===== src/rtl/bis_pkg.sv =====
package bis_pkg;
  localparam int MAX_SRC_WIDTH  = 256;
  localparam int MAX_SRC_HEIGHT = 256;
  localparam int FRAC_BITS      = 8;
  localparam int XW = $clog2(MAX_SRC_WIDTH);
  localparam int YW = $clog2(MAX_SRC_HEIGHT);
  localparam int AW = XW + YW;
  localparam int SWW = XW + 1;
  localparam int SHW = YW + 1;
  // quotient width: coord(12) * src(SWW) << FRAC
  localparam int NW = 12 + ((SWW > SHW) ? SWW : SHW) + FRAC_BITS;
  localparam int DW = 13;
  localparam int FW = FRAC_BITS + 1;

  localparam logic [2:0] REG_SRC_W = 3'd0;
  localparam logic [2:0] REG_SRC_H = 3'd1;
  localparam logic [2:0] REG_DST_W = 3'd2;
  localparam logic [2:0] REG_DST_H = 3'd3;
  localparam logic [2:0] REG_MODE  = 3'd4;

  typedef enum logic [3:0] {
    ST_IDLE, ST_DIVX, ST_DIVY, ST_RD1, ST_RD2, ST_RD3, ST_RD4, ST_MIXX, ST_MIXY, ST_OUT
  } state_e;

  typedef struct packed {
    logic        start;
    logic [NW-1:0] num;
    logic [DW-1:0] den;
  } div_req_t;
endpackage


===== src/rtl/bis_div.sv =====
module bis_div (
  input  logic            clk_i,
  input  logic            rst_ni,
  input  bis_pkg::div_req_t req_i,
  output logic            done_o,
  output logic [bis_pkg::NW-1:0] quot_o
);
  localparam int CW = $clog2(bis_pkg::NW + 1);
  logic [bis_pkg::NW-1:0] q_q, q_d;
  logic [bis_pkg::DW:0]   r_q, r_d;
  logic [bis_pkg::DW-1:0] den_q, den_d;
  logic [CW-1:0]          cnt_q, cnt_d;
  logic                   run_q, run_d, done_q, done_d;
  logic [bis_pkg::DW:0]   sh;

  always_comb begin
    q_d = q_q; r_d = r_q; den_d = den_q; cnt_d = cnt_q; run_d = run_q; done_d = 1'b0;
    sh = {r_q[bis_pkg::DW-1:0], q_q[bis_pkg::NW-1]};
    if (req_i.start) begin
      q_d = req_i.num; r_d = '0; den_d = req_i.den;
      cnt_d = CW'(bis_pkg::NW); run_d = 1'b1;
    end else if (run_q) begin
      q_d = {q_q[bis_pkg::NW-2:0], 1'b0};
      if (sh >= {1'b0, den_q}) begin
        r_d = sh - {1'b0, den_q}; q_d[0] = 1'b1;
      end else r_d = sh;
      cnt_d = cnt_q - 1'b1;
      if (cnt_q == CW'(1)) begin
        run_d = 1'b0; done_d = 1'b1;
      end
    end
  end

  always_ff @(posedge clk_i or negedge rst_ni) begin
    if (!rst_ni) begin
      run_q <= 1'b0; done_q <= 1'b0; cnt_q <= '0;
    end else begin
      run_q <= run_d; done_q <= done_d; cnt_q <= cnt_d;
    end
  end
  always_ff @(posedge clk_i) begin
    q_q <= q_d; r_q <= r_d; den_q <= den_d;
  end
  assign done_o = done_q;
  assign quot_o = q_q;
endmodule


===== config.mk =====
export PLATFORM = sky130hd
export DESIGN_NAME = bis_div
export DESIGN_NICKNAME = d
export VERILOG_FILES = /design/src/rtl/bis_pkg.sv /design/src/rtl/bis_div.sv
export SDC_FILE = /design/constraint.sdc
export NUM_CORES = 1
export LEC_CHECK = 0
export BUFFER_PORTS_ARGS = -buffer_cell sky130_fd_sc_hd__buf_2
export CORE_ASPECT_RATIO = 1.75
export CORE_MARGIN = 5
export CORE_UTILIZATION = 55
export CTS_BUF_LIST = sky130_fd_sc_hd__clkbuf_8
export DETAILED_ROUTE_END_ITERATION = 10
export PLACE_DENSITY = 0.92
export SYNTH_ARGS = -nofsm -noshare
export SYNTH_HDL_FRONTEND = slang
export SYNTH_SLANG_ARGS = --single-unit
export TNS_END_PERCENT = 1

===== constraint.sdc =====
create_clock -name clk_i -period 4.8 [get_ports clk_i]
set_input_delay 0.24 -clock clk_i [delete_from_list [all_inputs] [get_ports clk_i]]
set_output_delay 0.24 -clock clk_i [all_outputs]
set_load 0.01 [all_outputs]

; After elaboration in Yosys (flattened, before gate mapping)
; Cells that the tools add are included.
[classes]
add_sub_neg = 2
eq_ne = 1
order_cmp = 1
n_reduce_logical = 1
muxes = 12
[ops]
columns = op, count
row1 = 29-bit two-way mux, 2
row2 = 14-bit by 13-bit greater-or-equal comparator with 1-bit output, 1
row3 = 13-bit two-way mux, 1
row4 = 13-bit subtractor, 1
row5 = 5-bit two-way mux, 2
row6 = 1-bit two-way mux, 7
row7 = 5-bit by 1-bit equality test with 1-bit output (second input constant), 1
row8 = 5-bit by 1-bit subtractor with 5-bit output (second input constant), 1
row9 = 2-bit nonzero test, 1
[word_totals]
inputBits = 45
wordCells = 23
register_bits = 62

; Depth between registers and ports, before layout
; Gate-level depths: netlist of run 1.
[logic_depth]
depth_word = 4
mapped_depth = 11
mapped_depth_nobuf = 10

; Worst setup path before layout of run 1
; No wires, ideal clock.
[synth_path]
path_kind = register -> register
startpoint = register q_q, in the netlist quot_o[28]
endpoint = register q_q, in the netlist quot_o[0] (data pin)
period_less_slack_ns = 2.470
path_stages_with_launch = 11
setup_ns = 0.260
path_slack_ns = 2.330
required_ns = 4.540
arrival_time_ns = 2.210
path_cell_list = edfxtp_1 > inv_1 > ha_1 > inv_1 > fa_1 > a211oi_1 > o21ai_0 > a21oi_2 > a21o_1 > nand2_1 > mux2_2
[synth_between]
elab_chain_len = 4
[synth_rtl]
columns = item, line
row1 = "start, declared", bis_div.sv:9  ; logic [bis_pkg::NW-1:0] q_q, q_d;
row2 = "start signal, assigned", bis_div.sv:42  ; q_q <= q_d; r_q <= r_d; den_q <= den_d;
row3 = 14-bit by 13-bit greater-or-equal comparator with 1-bit output, bis_div.sv:24  ; if (sh >= {1'b0, den_q}) begin
row4 = 1-bit two-way mux, bis_div.sv:24
row5 = 29-bit two-way mux, bis_div.sv:22  ; end else if (run_q) begin
row6 = 29-bit two-way mux, bis_div.sv:19  ; if (req_i.start) begin
row7 = via q_d (one bit), bis_div.sv:9
; The timed path passes the listed nets, and every way through them passes these cells. The select of a mux whose other input is x is not followed.
; A chain may end at the register's enable or synchronous reset.

; Final worst setup path of run 1
; Same ends and word-level chain as after synthesis.

==> impl_metrics.tcl, run 1 <==
set metrics [dict create \
    status "finished, final reports clean" \
    grt_pass1_wl_um 13100 \
    r2r_slack_ps 1910 \
    grt_setup_unrepaired "false" \
    wl_per_cell_um 18.2 \
    drv_slew 0 \
    ir_worst_vdd_v 0.000335 \
    synth-seq-area-share 0.511 \
    cts_buffer_depth 2 \
    syn_area_um2 3320 \
    post_cts_buffers 0 \
    cts_tree "yes" \
    die_y_um 113 \
    finalSetupTns_ps 0 \
    pwr-share-clk 0.217 \
    fill_cells 432 \
    syn-num-nets 344 \
    drc 0 \
    grt.overflow.total 0 \
    initial_core_util 0.565 \
    min_period_over_period 0.603 \
    leakagePower_nw 1.69 \
    dp.cells 422 \
    crit_required_ps 4910 \
    via_per_inst 5.81 \
    multi_input_area_um2 1430 \
    synth_edf_count 42 \
    ctsHoldBuffers 1 \
    drtAntennaViolNets 0 \
    row_count 37 \
    first_global_vias 2656 \
    p_int_mw 1.23 \
    cts_made_buffers 9 \
    drt_iter0_drc 143 \
    area_delta_synth_final_pct 16.6 \
    synth_seq_cells 62 \
    path_max_fanout 13 \
    clock_latency_ps 360 \
    synth_area_leaders "edfxtp_1 (38%), mux2_2 (9.8%), dfxtp_1 (7.8%)" \
    routed_wl_um 7990 \
    fin_worst_skew_ps 10.7 \
    max_slew.worst_pin.slew_ps 1200 \
    gp_congestion 0.897 \
    min_path_type "in -> reg" \
    register_area_um2 1700 \
    p_comb_frac 0.395 \
    diodes 0 \
    synth_flop_cell "edfxtp_1" \
    postPlaceCellArea_um2 3690 \
    swShare 0.363 \
    worstSetupPathType "reg -> reg" \
    dieWidth_um 68.7 \
    power_switching_mw 0.699 \
    cap_violations 0 \
    setup_violations 0 \
    io_buffer_count 74 \
    grt_usage 0.230 \
    seq_power_share 0.387 \
    htree_levels 3 \
    dr.pass1.iters 5 \
    fmax_ghz 0.346 \
    vias 2550 \
    hpwlAfterDp_um 5520 \
    netlist_instances 283 \
    endpoint_kind "flop" \
    worstSetupStartpointType "flop" \
    synth_top_area_share 0.380 \
    layoutNonFillerInstCount 439 \
    cts_root_buf "clkbuf_8" \
    antenna_found_initial 0 \
    design.die.area_um2 7750 \
    synth.avg_cell_area_um2 11.7 \
    async_flop_share 0.113 \
    power_density_nw_per_um2 497 \
    fin_nets 417 \
    synth_top_cell_by_area "edfxtp_1" \
    hold_viol_final 0 \
    arrival_ps 3000 \
    yosysWarnings 0 \
    grt_max_degree 55 \
    ctsResizeCount 0 \
    synth_cell_types 53 \
    coreArea_um2 5880 \
    drive_above_1_share 0.363 \
    relSlewSlack 0.200 \
    io_pins 75 \
    finalCriticalPeriod_ps 2890 \
    utilization 0.659 \
    clk_pin_slew_ps 70 \
    most-common-layout-cells "buf_2 (74), edfxtp_1 (42), mux2_2 (29)" \
    cts_sinks 62 \
    mostFrequentLayoutCell "buf_2" \
    post-route-cell-area_um2 3870 \
]
==> cells by family after synthesis <==
| logic type | share of synthesized area |
|---|---|
| simple gates | 0.106 |
| flops | 0.511 |
| buf+inv | 0.0580 |
| mux | 0.104 |
| xor+xnor | 0.0317 |
| fa+ha+maj | 0.0625 |
| compound gates | 0.127 |
==> synthesized netlist by cell type (2+ instances only) <==
library cell / n
a211oi_1: 3
a21o_1: 5
a21oi_1: 9
a21oi_2: 2
a221oi_1: 2
a311oi_1: 10
a311oi_2: 2
a31o_2: 2
buf_4: 2
buf_6: 3
clkbuf_1: 6
clkbuf_8: 3
dfrtp_1: 7
dfxtp_1: 13
edfxtp_1: 42
ha_1: 15
inv_1: 19
mux2_2: 29
mux2i_1: 2
nand2_1: 14
nand3_1: 15
nand4_1: 2
nor2_1: 17
nor2b_1: 2
nor3_1: 4
nor4_1: 3
o21ai_0: 7
o21ai_1: 7
or3_1: 2
xnor2_1: 9
xor2_1: 3
==> power by group through the flow <==
stage / logic (mW) / registers (mW) / clock network (mW)
5_1_grt: 0.834 / 0.757 / 0.451
6_report: 0.762 / 0.746 / 0.418
4_1_cts: 0.753 / 0.746 / 0.421
2_1_floorplan: 0.581 / 0.748 / 0
3_3_place_gp: 0.717 / 0.749 / 0
3_5_place_dp: 0.745 / 0.753 / 0
==> flip-flops by register name, indices dropped and copies added, names as in the netlist <==
name,cells
done_o,1
cnt_q,5
quot_o,29
run_q,1
r_q,13
den_q,13
==> per-stage QoR <==
stage | power (mW) | hold WS (ps) | setup slack [ps]
finish | 1.93 | 57.4 | 1910
global route | 2.04 | 46.2 | 1750
CTS | 1.92 | 47.2 | 1960
detailed placement | 1.50 | 77.0 | 1960
global placement | 1.47 | 75.5 | 2060
floorplan | 1.33 | -55.6 | 2330
==> worst max-delay path, cell delays in order, from the launching register on <==
cell	delay, ps
edfxtp_1	410
inv_1	80
ha_1	160
inv_1	60
fa_1	410
a211oi_1	230
o21ai_0	160
a21oi_2	220
a21o_1	450
nand2_1	170
mux2_2	300
==> cell type report <==
class | instances | share of cell area
Clock buffer | 11 | 0.0391
Timing Repair Buffer | 77 | 0.102
Inverter | 20 | 0.0194
Sequential cell | 62 | 0.438
Clock inverter | 5 | 0.00646
Tap cell | 78 | 0.0252
Multi-Input combinational cell | 186 | 0.370
==> routing by layer <==
metal / part of all wire / vias up / global-route usage / wire length, um
li1: - / 1207 / - / -
met1: 0.35 / 1210 / 0.258 / 2820
met2: 0.54 / 111 / 0.391 / 4340
met3: 0.078 / 22 / 0.0616 / 622
met4: 0.026 / 0 / 0.109 / 209
met5: 0 / - / 0 / 0
==> final timing paths <==
| path | end | cells past startpoint | from |
|---|---|---|---|
| worst min register to register | r_q[6] | 2 | r_q[5] |
| worst max-delay path | quot_o[0] | 10 | quot_o[28] |
| max in group asynchronous | done_o | 2 | rst_ni |
| worst max register to register | quot_o[0] | 10 | quot_o[28] |
| worst min-delay path | den_q[11] | 1 | req_i[11] |
| min in group asynchronous | cnt_q[0] | 2 | rst_ni |
Note: power is estimated with default switching activity, not from simulation.
==> inputs of run 2 (changes only) <==
--- a/config.mk
+++ b/config.mk
@@ -5,13 +5,14 @@
 export SDC_FILE = /design/constraint.sdc
 export NUM_CORES = 1
 export LEC_CHECK = 0
+export ABC_AREA = 1
 export BUFFER_PORTS_ARGS = -buffer_cell sky130_fd_sc_hd__buf_2
 export CORE_ASPECT_RATIO = 1.75
 export CORE_MARGIN = 5
-export CORE_UTILIZATION = 55
+export CORE_UTILIZATION = 51
 export CTS_BUF_LIST = sky130_fd_sc_hd__clkbuf_8
 export DETAILED_ROUTE_END_ITERATION = 10
-export PLACE_DENSITY = 0.92
+export PLACE_DENSITY = 0.89
 export SYNTH_ARGS = -nofsm -noshare
 export SYNTH_HDL_FRONTEND = slang
 export SYNTH_SLANG_ARGS = --single-unit
==> constraint.sdc (replaced) <==
create_clock -name clk_i -period 2.44 [get_ports clk_i]
set_input_delay 0.122 -clock clk_i [delete_from_list [all_inputs] [get_ports clk_i]]
set_output_delay 0.122 -clock clk_i [all_outputs]
set_load 0.01 [all_outputs]
==> run 2 against run 1 <==
Net effect: sequential share of layout area decreased by 4.8 points; via count increased by 28%; cell count increased by 42%; utilization decreased by 2.0 points; clock skew decreased by 0.67 ps; area after synthesis increased by 5.7%; global-route usage increased by 0.36 points; critical path type unchanged; largest power group unchanged.
==> impl_metrics.tcl, run 2 <==
set metrics [dict create \
    synth_edf_count 42 \
    synth.most_common_cell "nand2_1" \
    finalCriticalPeriod_ps 2220 \
    synth_cell_types 31 \
    vias 3253 \
    yosys-top-cells-count "nand2_1 (178), inv_1 (74), edfxtp_1 (42)" \
    cts_tree "yes" \
    gp_congestion 0.906 \
    via_per_inst 5.22 \
    min_path_type "in -> reg" \
    min-delay-start "req_i[27]" \
    fin_nets 595 \
    path_max_fanout 14 \
    synth.avg_cell_area_um2 7.94 \
    fin_worst_skew_ps 10.0 \
    endpoint_kind "flop" \
    slowest_delay_ps 420 \
    seq_power_share 0.332 \
    synth_top_cell_by_area "edfxtp_1" \
    postPlaceCellArea_um2 3950 \
    cp-startpoint "quot_o[28]" \
    coreArea_um2 6810 \
    syn_area_um2 3510 \
    clk_pin_slew_ps 70 \
    synth_top_area_share 0.359 \
    drtAntennaViolNets 0 \
    synth_seq_cells 62 \
    leakagePower_nw 2.34 \
    p_comb_frac 0.407 \
    async_flop_share 0.113 \
    post_cts_buffers 0 \
    mostFrequentLayoutCell "nand2_1" \
    ir_worst_vdd_v 0.000741 \
    clock_latency_ps 340 \
    max_slew.worst_pin.slew_ps 852 \
    swShare 0.380 \
    dp.cells 592 \
    most-common-layout-cells "nand2_1 (178), inv_1 (76), buf_2 (74)" \
    hpwlAfterDp_um 6760 \
    io_pins 75 \
    status "finished, final reports clean" \
    post-route-cell-area_um2 4350 \
    r2r_cells 12 \
    cp.depth 12 \
    worstReg2RegStart "quot_o[28]" \
    r2r_slack_ps 220 \
    drc 0 \
    power_density_nw_per_um2 993 \
    drt_iter0_drc 211 \
    hold_viol_final 0 \
    cts_root_buf "clkbuf_8" \
    power.total_mw 4.32 \
    dr.pass1.iters 5 \
    io_buffer_count 74 \
    grt.overflow.total 0 \
    synth_flop_cell "edfxtp_1" \
    crit_required_ps 2670 \
    design.die.area_um2 8710 \
    cts_buffer_depth 2 \
    syn-num-nets 503 \
    crit_family "simple AND/OR/NAND/NOR gates" \
    dieWidth_um 72.7 \
    cts_sinks 62 \
    area_delta_synth_final_pct 23.9 \
    routed_wl_um 9590 \
    synth-seq-area-share 0.483 \
    netlist_instances 442 \
    setup_violations 0 \
    wl_per_cell_um 15.4 \
    relSlewSlack 0.432 \
    crit_buf_inv 2 \
    die_y_um 120 \
    p_int_mw 2.68 \
    largest_register_ffs 29 \
    grt_usage 0.234 \
    arrival_ps 2450 \
    synth_area_leaders "edfxtp_1 (36%), nand2_1 (19%), inv_1 (7.9%)" \
    holdPathEnd "quot_o[14]" \
    pwr-share-clk 0.262 \
    cts_made_buffers 9 \
    utilization 0.639 \
    diodes 0 \
    drive_above_1_share 0.199 \
    min_period_over_period 0.910 \
    layoutNonFillerInstCount 623 \
    first_global_vias 3437 \
    row_count 40 \
    finalSetupTns_ps 0 \
    cap_violations 0 \
    grt_setup_unrepaired "false" \
    path_cells "inv_1 -> ha_1 -> inv_1 -> fa_1 -> nand2_1 -> nand2_1 -> nand3_1 -> nand2_2 -> nand2_4 -> nand3_2 -> nor2_1 -> o21ai_0" \
    grt_pass1_wl_um 15500 \
    grt_max_degree 39 \
    r2r_end "r_q[2]" \
    htree_levels 3 \
    drv_slew 0 \
    yosysWarnings 0 \
    worstSetupStartpointType "flop" \
    worstSetupPathType "reg -> reg" \
    power_switching_mw 1.64 \
    hold-path-cell-count 3 \
    fmax_ghz 0.450 \
    antenna_found_initial 0 \
    cpMaxStageDelayCell "fa_1" \
    initial_core_util 0.516 \
]
run 2: kinds of logic after synthesis:
| family | Yosys count | share of synthesized area |
|---|---|---|
| xor+xnor | 6 | 0.0150 |
| simple gates | 253 | 0.314 |
| flops | 62 | 0.483 |
| fa+ha+maj | 16 | 0.0592 |
| compound gates | 18 | 0.0292 |
| buf+inv | 87 | 0.0991 |
run 2: layout make-up:
| class | count | area (um^2) |
|---|---|---|
| Clock buffer | 11 | 151 |
| Clock inverter | 5 | 97.6 |
| Fill cell | 554 | 2460 |
| Inverter | 75 | 282 |
| Multi-Input combinational cell | 294 | 1480 |
| Sequential cell | 62 | 1700 |
| Tap cell | 84 | 105 |
| Timing Repair Buffer | 92 | 541 |
run 2: through the flow:
| step | setup slack [ps] | hold slack (ps) |
|---|---|---|
| after floorplan | 357 | -174 |
| after global placement | 293 | -43.4 |
| after detailed placement | 194 | -39.0 |
| after CTS | 188 | 36.4 |
| after global routing | 33.9 | 43.0 |
| final | 219 | 47.9 |
run 2: layer usage:
metal | part of all wire | track usage | up-vias
met5 | 0 | 0 | -
met3 | 0.059 | 0.0520 | 34
met1 | 0.34 | 0.226 | 1470
met4 | 0.049 | 0.144 | 0
li1 | - | - | 1581
met2 | 0.55 | 0.429 | 168
run 2: how the worst max path moves through the flow:
stage / end / slack, ps
after floorplan: quot_o[0] / 360
after global placement: quot_o[0] / 290
after detailed placement: quot_o[0] / 190
after CTS: quot_o[0] / 190
after global routing: quot_o[0] / 30
final: r_q[2] / 220
run 2: power by group through the flow:
stage | Sequential [mW] | Clock, mW | Combinational (mW)
after CTS | 1.43 | 1.14 | 1.72
final | 1.43 | 1.13 | 1.76
after global placement | 1.44 | 0 | 1.61
after detailed placement | 1.44 | 0 | 1.68
after floorplan | 1.44 | 0 | 1.27
after global routing | 1.45 | 1.20 | 1.96
run 2: worst register-to-register path: stages (launching register included):
cell	delay, ps
edfxtp_1	390
inv_1	100
ha_1	140
inv_1	60
fa_1	420
nand2_1	110
nand2_1	80
nand3_1	90
nand2_2	80
nand2_4	170
nand3_2	230
nor2_1	150
o21ai_0	90
run 2: what timing repair did:
item                                    CTS  global route
hold buffers                             14             0
endpoints found under the hold margin    20             0
endpoints found under the setup margin    0             1
gates resized for setup                   0             0
==> inputs of run 3 (changes only) <==
--- a/config.mk
+++ b/config.mk
@@ -12,6 +12,7 @@
 export CORE_UTILIZATION = 51
 export CTS_BUF_LIST = sky130_fd_sc_hd__clkbuf_8
 export DETAILED_ROUTE_END_ITERATION = 10
+export MAX_ROUTING_LAYER = met4
 export PLACE_DENSITY = 0.89
 export SYNTH_ARGS = -nofsm -noshare
 export SYNTH_HDL_FRONTEND = slang
==> run 3 against run 2 <==
Net effect: cell count up 0.16%; global-route usage down 1.2 points; critical endpoint is now r_q[3]; clock-buffer cell count down 1; via count down 0.52%; highest routed layer unchanged; combinational power about the same.
==> impl_metrics.tcl, run 3 (synthesis results as in run 2) <==
set metrics [dict create \
    max_slew.worst_pin.slew_ps 857 \
    clk_pin_slew_ps 60 \
    ctsResizeCount 0 \
    design.die.area_um2 8710 \
    grt_use_met3 0.0335 \
    utilization 0.635 \
    leakagePower_nw 2.33 \
    busiest_layer "met2" \
    postPlaceCellArea_um2 3960 \
    ir_worst_vdd_v 0.000581 \
    htree_levels 3 \
    cts_buffer_depth 2 \
    drc 0 \
    gp_congestion 0.908 \
    grt_pass1_wl_um 14600 \
    mostFrequentLayoutCell "nand2_1" \
    drive_above_1_share 0.200 \
    row_count 40 \
    wl_per_cell_um 14.7 \
    grt_usage 0.222 \
    first_global_vias 3233 \
    most-common-layout-cells "nand2_1 (178), inv_1 (76), buf_2 (74)" \
    worstSetupPathType "reg -> reg" \
    vias 3236 \
    diodes 0 \
    relSlewSlack 0.428 \
    cts_sinks 62 \
    fmax_ghz 0.450 \
    cts_made_buffers 9 \
    clock_latency_ps 330 \
    via_per_inst 5.19 \
    coreArea_um2 6810 \
    crit_required_ps 2700 \
    grt.overflow.total 0 \
    timing.hold.ws_ps 60.0 \
    initial_core_util 0.516 \
    endpoint_kind "flop" \
    arrival_ps 2480 \
    r2r_end "r_q[3]" \
    die_y_um 120 \
    path_max_fanout 14 \
    status "finished, final reports clean" \
    drt_iter0_drc 175 \
    r2r_cells 13 \
    area_delta_synth_final_pct 23.1 \
    use_met2 0.387 \
    finalSetupTns_ps 0 \
    drtAntennaViolNets 0 \
    setup_violations 0 \
    fin_worst_skew_ps 8.49 \
    post-route-cell-area_um2 4320 \
    min_path_type "in -> reg" \
    hold_viol_final 0 \
    grt_max_degree 39 \
    io_buffer_count 74 \
    hpwlAfterDp_um 6540 \
    drv_slew 0 \
    antenna_found_initial 0 \
    holdPathEnd "quot_o[20]" \
    worstReg2RegStart "quot_o[28]" \
    cap_violations 0 \
    finalCriticalPeriod_ps 2220 \
    hold-path-cell-count 3 \
    fin_nets 596 \
    routed_wl_um 9150 \
    dr.pass1.iters 5 \
    min_period_over_period 0.910 \
    largest_register_ffs 29 \
    dieWidth_um 72.7 \
    power_density_nw_per_um2 957 \
    use_met1 0.235 \
    min-delay-start "req_i[33]" \
    cts_root_buf "clkbuf_8" \
    worstSetupStartpointType "flop" \
    grt_setup_unrepaired "false" \
    cts_tree "yes" \
    r2r_slack_ps 220 \
    io_pins 75 \
]
## run 3: routing by layer
metal / vias to the layer above / routed length, um
li1: 1576 / -
met3: 25 / 623
met5: - / 0
met2: 167 / 4930
met1: 1468 / 3230
met4: 0 / 366
## run 3: what timing repair did
item / CTS / global route
hold buffers: 14 / 0
setup endpoints to repair: 0 / 2
endpoints found under the hold margin: 20 / 0
buffers inserted: 0 / 0
## run 3: worst max path at each step
| stage | startpoint | endpoint | slack (ps) | depth (start not counted) |
|---|---|---|---|---|
| 6_report | quot_o[28] | r_q[3] | 220 | 13 |
| 5_1_grt | quot_o[28] | quot_o[0] | 40 | 12 |
| 3_3_place_gp | quot_o[28] | quot_o[0] | 290 | 12 |
| 4_1_cts | quot_o[28] | quot_o[0] | 210 | 12 |
| 3_5_place_dp | quot_o[28] | quot_o[0] | 210 | 12 |
| 2_1_floorplan | quot_o[28] | quot_o[0] | 360 | 13 |
## run 3: area by class of cell
type	count	area, um^2
clock buffer	10	138
timing repair buffer	93	548
fill	545	2480
multi-input combinational	294	1480
sequential	62	1700
tap	84	105
clock inverter	6	77.6
inverter	75	282
## run 3: critical path: stages (launching register included)
cell      delay, ps
edfxtp_1        390
inv_1            90
ha_1            150
inv_1            70
fa_1            420
nand2_1         110
nand2_1          70
nand3_1          90
nand2_2          80
nand2_4         170
nand3_2         230
nand2_1         120
nand3_1          70
o21ai_1          80
## run 3: where the power goes
group	switching [mW]	leakage, nW	internal, mW
Clock	0.375	0.119	0.592
Combinational	1.09	1.58	0.641
Sequential	0.124	0.629	1.31
## run 3: metrics by stage
step,total power [mW],std cells,setup WS [ps]
finish,4.14,624,220
detailed placement,3.09,593,215
floorplan,2.71,442,357
CTS,4.09,623,208
global placement,3.05,593,293
global route,4.41,624,37.1
